--- src/rtl/core/sget_pkg.sv ---
`timescale 1ns / 1ps
// ----------------------------------------------------------------------------
// sget_pkg
// Shared types, sizes and codes of the spatial grid entity table.
// ----------------------------------------------------------------------------
package sget_pkg;

    // table sizes
    localparam int NUM_CELLS    = 4096;
    localparam int BUCKET_DEPTH = 16;
    localparam int NUM_ENTITIES = 1024;

    // derived sizes
    localparam int CELL_W   = $clog2(NUM_CELLS);
    localparam int IDX_W    = (BUCKET_DEPTH > 1) ? $clog2(BUCKET_DEPTH) : 1;
    localparam int CNT_W    = $clog2(BUCKET_DEPTH + 1);
    localparam int ENT_AW   = $clog2(NUM_CELLS * BUCKET_DEPTH);
    localparam int HOME_AW  = $clog2(NUM_ENTITIES);
    localparam int CLR_N    = (NUM_CELLS > NUM_ENTITIES) ? NUM_CELLS : NUM_ENTITIES;
    localparam int CLR_W    = $clog2(CLR_N);

    // field widths
    localparam int ID_W     = 10;
    localparam int POS_W    = 14;
    localparam int Z_W      = 8;
    localparam int QC_W     = 12;
    localparam int CS_W     = 7;
    localparam int DIM_W    = 13;
    localparam int DIV_CNT_W = $clog2(POS_W + 1);
    localparam int M1_W     = POS_W + DIM_W;
    localparam int M2_W     = DIM_W + DIM_W;
    localparam int M3_W     = Z_W + M2_W;
    localparam int SUM_W    = M3_W + 1;

    // configuration port
    localparam int ADDR_W   = 4;
    localparam logic [1:0] REG_CELL_SIZE = 2'd0;
    localparam logic [1:0] REG_CELLS_X   = 2'd1;
    localparam logic [1:0] REG_CELLS_Y   = 2'd2;

    // modes
    localparam logic [1:0] MODE_INSERT = 2'd0;
    localparam logic [1:0] MODE_REMOVE = 2'd1;
    localparam logic [1:0] MODE_MOVE   = 2'd2;
    localparam logic [1:0] MODE_QUERY  = 2'd3;

    // status codes
    localparam logic [2:0] ST_OK        = 3'd0;
    localparam logic [2:0] ST_NOT_FOUND = 3'd1;
    localparam logic [2:0] ST_FULL      = 3'd2;
    localparam logic [2:0] ST_EMPTY     = 3'd3;
    localparam logic [2:0] ST_OUT       = 3'd4;

    typedef struct packed {
        logic [1:0]       mode;
        logic [ID_W-1:0]  entity_id;
        logic [POS_W-1:0] pos_x;
        logic [POS_W-1:0] pos_y;
        logic [Z_W-1:0]   pos_z;
        logic [POS_W-1:0] old_x;
        logic [POS_W-1:0] old_y;
        logic [Z_W-1:0]   old_z;
        logic [QC_W-1:0]  query_cell;
    } item_t;

    typedef struct packed {
        logic [ID_W-1:0] member_id;
        logic [2:0]      status;
        logic            last;
    } result_t;

    typedef struct packed {
        logic [CS_W-1:0]  cell_size;
        logic [DIM_W-1:0] cells_x;
        logic [DIM_W-1:0] cells_y;
    } cfg_t;

    typedef enum logic [2:0] {
        WC_HOLD,
        WC_QC,
        WC_NEW,
        WC_OLD,
        WC_HOME
    } wc_src_t;

    typedef enum logic [1:0] {
        CNT_NONE,
        CNT_INC,
        CNT_DEC
    } cnt_op_t;

    typedef enum logic [1:0] {
        HOME_NONE,
        HOME_SET,
        HOME_CLR
    } home_op_t;

    typedef struct packed {
        logic       load;
        logic       clr_step;
        logic       div_go;
        logic       div_old;
        logic       mul1;
        logic       mul2;
        logic       sum;
        wc_src_t    wc_src;
        logic       n_load;
        logic       i_clr;
        logic       i_inc;
        logic       rd_tail;
        logic       ent_append;
        logic       ent_swap;
        cnt_op_t    cnt_op;
        home_op_t   home_op;
        logic       emit;
        logic [2:0] emit_status;
        logic       emit_member;
        logic       emit_last;
    } dp_cmd_t;

    typedef struct packed {
        logic       clr_done;
        logic       div_done;
        logic       new_ok;
        logic       old_ok;
        logic       same_cell;
        logic       cnt_zero;
        logic       cnt_full;
        logic       home_valid;
        logic       ent_match;
        logic       i_last;
        logic       id_bad;
        logic       qc_bad;
        logic [1:0] mode;
    } dp_sts_t;

endpackage

--- src/rtl/core/sget_ctrl.sv ---
`timescale 1ns / 1ps
// ----------------------------------------------------------------------------
// sget_ctrl
// Sequencer for insert, remove, move and query over the datapath.
// ----------------------------------------------------------------------------
module sget_ctrl
    import sget_pkg::*;
(
    input  logic    clk,
    input  logic    rst_n,
    input  logic    start,
    input  dp_sts_t sts,
    output dp_cmd_t cmd,
    output logic    busy
);

    typedef enum logic [4:0] {
        S_CLEAR,
        S_IDLE,
        S_DISP,
        S_DIV,
        S_MUL1,
        S_MUL2,
        S_SUM,
        S_ROUTE,
        S_Q_CNT,
        S_Q_CHK,
        S_Q_RD,
        S_Q_EMIT,
        S_R_HOME,
        S_A_CNT,
        S_A_CHK,
        S_A_WR,
        S_M_CNT,
        S_M_CHK,
        S_T_CNT,
        S_T_CHK,
        S_T_RD,
        S_T_CMP,
        S_T_LAST,
        S_T_SWAP
    } state_t;

    state_t state_reg;
    state_t state_next;
    logic   calc_old_reg;
    logic   calc_old_next;

    always_ff @(posedge clk or negedge rst_n)
    begin
        if (!rst_n)
        begin
            state_reg    <= S_CLEAR;
            calc_old_reg <= 1'b0;
        end
        else
        begin
            state_reg    <= state_next;
            calc_old_reg <= calc_old_next;
        end
    end

    always_comb
    begin
        state_next    = state_reg;
        calc_old_next = calc_old_reg;
        cmd           = '0;
        cmd.wc_src    = WC_HOLD;
        cmd.cnt_op    = CNT_NONE;
        cmd.home_op   = HOME_NONE;
        cmd.emit_last = 1'b1;
        case (state_reg)
            S_CLEAR:
            begin
                cmd.clr_step = 1'b1;
                if (sts.clr_done)
                begin
                    state_next = S_IDLE;
                end
            end
            S_IDLE:
            begin
                if (start)
                begin
                    cmd.load   = 1'b1;
                    state_next = S_DISP;
                end
            end
            S_DISP:
            begin
                if (sts.mode == MODE_QUERY)
                begin
                    if (sts.qc_bad)
                    begin
                        cmd.emit        = 1'b1;
                        cmd.emit_status = ST_OUT;
                        state_next      = S_IDLE;
                    end
                    else
                    begin
                        cmd.wc_src = WC_QC;
                        state_next = S_Q_CNT;
                    end
                end
                else if (sts.id_bad)
                begin
                    cmd.emit        = 1'b1;
                    cmd.emit_status = ST_NOT_FOUND;
                    state_next      = S_IDLE;
                end
                else if (sts.mode == MODE_REMOVE)
                begin
                    state_next = S_R_HOME;
                end
                else
                begin
                    // move works out the old cell first
                    cmd.div_go    = 1'b1;
                    cmd.div_old   = sts.mode == MODE_MOVE;
                    calc_old_next = sts.mode == MODE_MOVE;
                    state_next    = S_DIV;
                end
            end
            S_DIV:
            begin
                if (sts.div_done)
                begin
                    state_next = S_MUL1;
                end
            end
            S_MUL1:
            begin
                cmd.mul1   = 1'b1;
                state_next = S_MUL2;
            end
            S_MUL2:
            begin
                cmd.mul2   = 1'b1;
                state_next = S_SUM;
            end
            S_SUM:
            begin
                cmd.sum = 1'b1;
                if (calc_old_reg)
                begin
                    cmd.div_go    = 1'b1;
                    calc_old_next = 1'b0;
                    state_next    = S_DIV;
                end
                else
                begin
                    state_next = S_ROUTE;
                end
            end
            S_ROUTE:
            begin
                if (sts.mode == MODE_INSERT)
                begin
                    if (!sts.new_ok)
                    begin
                        cmd.emit        = 1'b1;
                        cmd.emit_status = ST_OUT;
                        state_next      = S_IDLE;
                    end
                    else
                    begin
                        cmd.wc_src = WC_NEW;
                        state_next = S_A_CNT;
                    end
                end
                else if (!sts.old_ok || !sts.new_ok)
                begin
                    cmd.emit        = 1'b1;
                    cmd.emit_status = ST_OUT;
                    state_next      = S_IDLE;
                end
                else if (sts.same_cell)
                begin
                    cmd.emit        = 1'b1;
                    cmd.emit_status = ST_OK;
                    state_next      = S_IDLE;
                end
                else
                begin
                    cmd.wc_src = WC_NEW;
                    state_next = S_M_CNT;
                end
            end
            S_Q_CNT:
            begin
                state_next = S_Q_CHK;
            end
            S_Q_CHK:
            begin
                cmd.n_load = 1'b1;
                cmd.i_clr  = 1'b1;
                if (sts.cnt_zero)
                begin
                    cmd.emit        = 1'b1;
                    cmd.emit_status = ST_EMPTY;
                    state_next      = S_IDLE;
                end
                else
                begin
                    state_next = S_Q_RD;
                end
            end
            S_Q_RD:
            begin
                state_next = S_Q_EMIT;
            end
            S_Q_EMIT:
            begin
                cmd.emit        = 1'b1;
                cmd.emit_status = ST_OK;
                cmd.emit_member = 1'b1;
                cmd.emit_last   = sts.i_last;
                if (sts.i_last)
                begin
                    state_next = S_IDLE;
                end
                else
                begin
                    cmd.i_inc  = 1'b1;
                    state_next = S_Q_RD;
                end
            end
            S_R_HOME:
            begin
                if (!sts.home_valid)
                begin
                    cmd.emit        = 1'b1;
                    cmd.emit_status = ST_NOT_FOUND;
                    state_next      = S_IDLE;
                end
                else
                begin
                    cmd.wc_src  = WC_HOME;
                    cmd.home_op = HOME_CLR;
                    state_next  = S_T_CNT;
                end
            end
            S_A_CNT:
            begin
                state_next = S_A_CHK;
            end
            S_A_CHK:
            begin
                if (sts.cnt_full)
                begin
                    cmd.emit        = 1'b1;
                    cmd.emit_status = ST_FULL;
                    state_next      = S_IDLE;
                end
                else
                begin
                    cmd.n_load = 1'b1;
                    state_next = S_A_WR;
                end
            end
            S_A_WR:
            begin
                cmd.ent_append  = 1'b1;
                cmd.cnt_op      = CNT_INC;
                cmd.home_op     = HOME_SET;
                cmd.emit        = 1'b1;
                cmd.emit_status = ST_OK;
                state_next      = S_IDLE;
            end
            S_M_CNT:
            begin
                state_next = S_M_CHK;
            end
            S_M_CHK:
            begin
                if (sts.cnt_full)
                begin
                    cmd.emit        = 1'b1;
                    cmd.emit_status = ST_FULL;
                    state_next      = S_IDLE;
                end
                else
                begin
                    cmd.wc_src = WC_OLD;
                    state_next = S_T_CNT;
                end
            end
            S_T_CNT:
            begin
                state_next = S_T_CHK;
            end
            S_T_CHK:
            begin
                cmd.n_load = 1'b1;
                cmd.i_clr  = 1'b1;
                if (!sts.cnt_zero)
                begin
                    state_next = S_T_RD;
                end
                else if (sts.mode == MODE_REMOVE)
                begin
                    cmd.emit        = 1'b1;
                    cmd.emit_status = ST_NOT_FOUND;
                    state_next      = S_IDLE;
                end
                else
                begin
                    cmd.wc_src = WC_NEW;
                    state_next = S_A_CNT;
                end
            end
            S_T_RD:
            begin
                state_next = S_T_CMP;
            end
            S_T_CMP:
            begin
                if (sts.ent_match)
                begin
                    state_next = S_T_LAST;
                end
                else if (!sts.i_last)
                begin
                    cmd.i_inc  = 1'b1;
                    state_next = S_T_RD;
                end
                else if (sts.mode == MODE_REMOVE)
                begin
                    cmd.emit        = 1'b1;
                    cmd.emit_status = ST_NOT_FOUND;
                    state_next      = S_IDLE;
                end
                else
                begin
                    // id missing from the old bucket: still file it in the new one
                    cmd.wc_src = WC_NEW;
                    state_next = S_A_CNT;
                end
            end
            S_T_LAST:
            begin
                cmd.rd_tail = 1'b1;
                state_next  = S_T_SWAP;
            end
            S_T_SWAP:
            begin
                // tail entry overwrites the match, bucket shrinks by one
                cmd.ent_swap = 1'b1;
                cmd.cnt_op   = CNT_DEC;
                if (sts.mode == MODE_REMOVE)
                begin
                    cmd.emit        = 1'b1;
                    cmd.emit_status = ST_OK;
                    state_next      = S_IDLE;
                end
                else
                begin
                    cmd.wc_src = WC_NEW;
                    state_next = S_A_CNT;
                end
            end
            default:
            begin
                state_next = S_IDLE;
            end
        endcase
    end

    assign busy = state_reg != S_IDLE;

endmodule

--- config.mk ---
export PLATFORM = sky130hd
export DESIGN_NAME = sget_ctrl
export DESIGN_NICKNAME = d
export VERILOG_FILES = /design/src/rtl/core/sget_pkg.sv /design/src/rtl/core/sget_ctrl.sv
export SDC_FILE = /design/constraint.sdc
export NUM_CORES = 1
export LEC_CHECK = 0
export BUFFER_PORTS_ARGS = -buffer_cell sky130_fd_sc_hd__buf_4
export CORE_ASPECT_RATIO = 0.75
export CORE_UTILIZATION = 40
export CTS_CLUSTER_SIZE = 20
export DETAILED_ROUTE_END_ITERATION = 8
export GPL_ROUTABILITY_DRIVEN = 0
export GPL_TIMING_DRIVEN = 1
export PLACE_DENSITY = 0.67
export RECOVER_POWER = 100
export SLEW_MARGIN = 20
export SYNTH_ARGS = -nofsm -noshare
export SYNTH_HDL_FRONTEND = slang
export SYNTH_SLANG_ARGS = --single-unit
--- constraint.sdc ---
create_clock -name clk -period 1.6 [get_ports clk]
set_input_delay 0.32 -clock clk [delete_from_list [all_inputs] [get_ports clk]]
set_output_delay 0.32 -clock clk [all_outputs]
set_load 0.05 [all_outputs]
==> run metrics, run 1 <==
largest net degree at the start of global routing=14; FFs w/ async S/R, synth=100.0%; synthesis warning total=0; Root Buffer=clkbuf_8; Seq/Total Area, Yosys=11.87%; Num Clock Sinks=6; FF+latch count, synth=6; synthesized cell area=0.001265 sq mm; io pins=44; DP Wirelength=4.311 mm; die height=50.70 um; worst_ep grt=cmd[5]; Rows=17; Synth Flop Type=dfrtp_1; Exit stage=global routing; Netlist cell types=54; Synth Area per Inst=6.765 sq um; Post-Place Worst Slack=-0.3909 ns; WEP type=output port; stop err=[ERROR GRT-0232] Routing congestion too high. Check the congestion heatmap in the GUI.; Port-buffer cells=43; Cells after Synth=187; number of synthesized flops with an enable pin=0; Die W=66.94 um; grt ovf=4; cts bufs inserted=3; Post-Synthesis Net Count=204; Bufs on Longest Clock Path=2; Initial Util=42.48%; H-tree Lvls=1; status=stopped before the end; total track usage=73.49%
## kinds of logic after synthesis
logic type | share of synthesized area [%]
AND/OR/NAND/NOR | 43.52
flip-flops | 11.87
buffers and inverters | 11.08
AO/OA/AOI/OAI | 32.74
multiplexers | 0.7913
## synth_stat cells, drive strengths merged (3+ instances only)
master   n  area (sq um)
buf     14         110.1
a22o     3         26.28
nor3b    4         35.03
o21ai   17         88.83
nor3     8         45.04
nand2   20         80.07
nand2b   4         25.02
and3     4         25.02
nand3    8         40.04
o211ai   3         22.52
o31ai    3         22.52
nand3b   4         42.54
nor2    22         90.09
a32oi    3         26.28
dfrtp    6         150.1
and2     3         18.77
nor2b   13         88.83
or3b     3         28.78
a21oi   13         68.82
inv      6         22.52
## metrics by stage
stage	setup TNS [ns]	cell area [sq um]	hold slack, ns	cells
global placement	-4.911	2181	0.1300	317
CTS	-9.210	2665	0.3476	341
floorplan	-1.354	1466	0.02441	187
detailed placement	-5.530	2181	0.1332	317
## timing repair
| item | in CTS |
|---|---|
| setup endpoints to repair | 32 |
| endpoints found under the hold margin | 6 |
| buffers inserted | 19 |
| gates resized for setup | 77 |
| gates cloned | 1 |
| pin swaps | 17 |
| hold buffers | 1 |
## routing by layer
metal  global-route usage (%)  GRT overflow
met5                    19.64             0
met4                    74.47             1
met3                    59.55             0
met2                    88.89             3
met1                    73.13             0
==> run 2, diff against run 1 <==
Settings changed: CORE_ASPECT_RATIO 0.75 to default, CORE_UTILIZATION 40 to 25, CTS_CLUSTER_SIZE 20 to default, PLACE_DENSITY 0.67 to default, PLACE_DENSITY_LB_ADDON from default to 0.15.
Clock period 1.6 ns to 2.08 ns, I/O delays scaled along.
==> run metrics, run 2 <==
Final nets=294; Finished Cell Area=0.002275 sq mm; Setup crit end kind=primary output; synthesized cell area=0.001265 sq mm; critical path endpoint=cmd[17]; Gate power share=84.1%; cell taking the most area after synthesis=dfrtp_1; cts bufs inserted=3; cell with the most instances after synthesis=nor2_1; largest net degree at the start of global routing=13; final std cells w/o fill=342; initial antenna violation count=0; H-tree Lvls=1; FF+latch count, synth=6; slew margin rel.=73.86%; total track usage=19.90%; highest clock rate=449.3 MHz; First-pass DRT Iterations=4; first-pass GRT wire length=8.142 mm; Port-buffer cells=43; worst vdd ir=514.5 uV; io pins=44; Seq pwr share=9.3%; share of the synthesized area in the top cell type=11.87%; CP Data Required Time=1.66 ns; # setup viols final=6; Post-Synthesis Net Count=204; reg2reg setup slack=0.19 ns; worst r2r path cells=8; setup ws final=-0.1455 ns; FFs w/ async S/R, synth=100.0%; Reg clk slew, reported paths=0.03 ns; type of the tightest min-delay check=input port to flop; Initial Util=26.43%; placed instance area=0.001942 sq mm; maxcap violations=0; Seq/Total Area, Yosys=11.87%; final period utilization=107.0%; Tmin final=2.226 ns; post-route ant nets=0; Worst Setup SP=state_reg[2]$_DFFE_PN0P_; DRT iter0 DRCs=93; commonest cells after routing, fill and taps aside=72 x buf_4, 24 x buf_6, 18 x nand2_1; Rows=25; Leakage=0.9713 nW; synthesis warning total=0; diode count=0; Setup Crit Path Kind=flop to primary output; DP Wirelength=4.014 mm; share of layout cells above drive strength 1=52.36%; Die W=73.13 um; Core Region=0.004786 sq mm; most common cell after layout, fill and taps aside=buf_4; Critical Path AT=1.81 ns; vias in the first global route=1607; Slew @ Worst Pin=0.3914 ns; Slew Viols, Final=0; largest cells by area after synthesis=dfrtp_1 12%, nor2_1 6.2%, nor2b_1 5.9%; dpl cells=326; die height=73.13 um; Crit Reg-Reg Startpoint=state_reg[1]$_DFFE_PN0P_; Bufs on Longest Clock Path=2; reg2reg end=state_reg[0]$_DFFE_PN0P_; Clk pwr share=6.5%; Worst Min Path Start=sts[13]; grt ovf=0; Power Dens Cells=1137 mW/mm^2; Via Count=1729; Layout Skew=0.002607 ns; max reg flops=5; die area=0.005348 sq mm; Switching Share=50.93%; hold_ws=0.4462 ns; Root Buffer=clkbuf_8; routed len/inst=15.28 um; number of synthesized flops with an enable pin=0; status=finished with violations; Pwr Total=2.587 mW; Hold Fails Final Rpt=0; Critical Path Source Type=flop; CTS tree=done; Synth Area per Inst=6.765 sq um; Area Overhead vs Synth=79.82%; top cells by count, synth=21 x nor2_1, 18 x nand2_1, 12 x a21oi_1, 12 x nor2b_1, 11 x o21ai_0; failing checks=setup timing; Netlist cell types=54; Num Clock Sinks=6; switching power=1.318 mW; crit path max fanout=6; Vias/cell=5.056; Post-Place Worst Slack=-0.07317 ns; WL final=5.227 mm; clock latency on the worst-skew pair=0.22 ns; Pint=1.270 mW; Synth Flop Type=dfrtp_1; DR DRC count=0; Cells after Synth=187; RSZ-0062 raised after global routing=yes
==> run 2: cell counts after synthesis <==
No cell type changed its count.
==> run 2: cells by family (layout without fill, tap and decap cells) <==
family / count (synthesis) / count (layout) / share of synthesized area [%]
multiplexers: 1 / 1 / 0.7913
flip-flops: 6 / 6 / 11.87
buffers and inverters: 22 / 110 / 11.08
AO/OA/AOI/OAI: 60 / 60 / 32.74
AND/OR/NAND/NOR: 98 / 98 / 43.52
==> run 2: through the flow <==
| step | utilization, % | setup TNS, ns |
|---|---|---|
| floorplan | - | -0.3815 |
| global placement | 40.58 | -0.05667 |
| detailed placement | 40.58 | -0.09050 |
| CTS | 44.52 | -0.5544 |
| global route | 47.53 | -0.9324 |
| finish | 47.53 | -0.4504 |
==> run 2: worst min path at each step <==
stage	cells past startpoint	slack, ns	end
after floorplan	0	0.12	calc_old_reg$_DFFE_PN0P_
final	3	0.45	state_reg[0]$_DFFE_PN0P_
after global routing	3	0.46	state_reg[0]$_DFFE_PN0P_
after global placement	1	0.23	state_reg[4]$_DFFE_PN0P_
after CTS	3	0.45	state_reg[0]$_DFFE_PN0P_
after detailed placement	1	0.23	state_reg[4]$_DFFE_PN0P_
==> run 2: metal layers <==
layer	track usage [%]	vias up	share of wire, %
li1	-	866	-
met1	29.77	782	48
met2	31.69	75	44
met3	1.934	6	6.7
met4	1.743	0	1.4
met5	0	-	0
==> run 2: final cells by class <==
cell class / count / area, sq um
clock buffers: 3 / 41.29
flip-flops and latches: 6 / 156.4
fillers: 503 / 2511
inverters: 6 / 22.52
well taps: 67 / 83.83
multi-input cells: 159 / 1096
repair buffers: 101 / 874.6
==> run 2: repair_timing <==
action,4_1_cts,5_1_grt
gates resized for setup,33,24
pin swaps,3,12
hold buffers,1,0
endpoints found under the hold margin,6,0
buffers inserted,4,9
setup endpoints to repair,23,17
==> run 2: power by group through the flow <==
stage          clock, mW  sequential (mW)  combinational (mW)
5_1_grt            0.183            0.249                2.31
2_1_floorplan          0            0.187                1.19
4_1_cts            0.174            0.243                1.92
6_report           0.169            0.242                2.18
3_5_place_dp           0            0.248                1.75
3_3_place_gp           0            0.248                1.76
==> run 2: critical path, stage by stage, from the launching register on <==
cell,delay [ns]
dfrtp_2,0.40
buf_6,0.13
nand3b_4,0.07
o21ai_2,0.15
nand2_1,0.10
a2111o_1,0.42
o311ai_2,0.11
buf_6,0.20
Note: power is estimated with default switching activity, not from simulation.
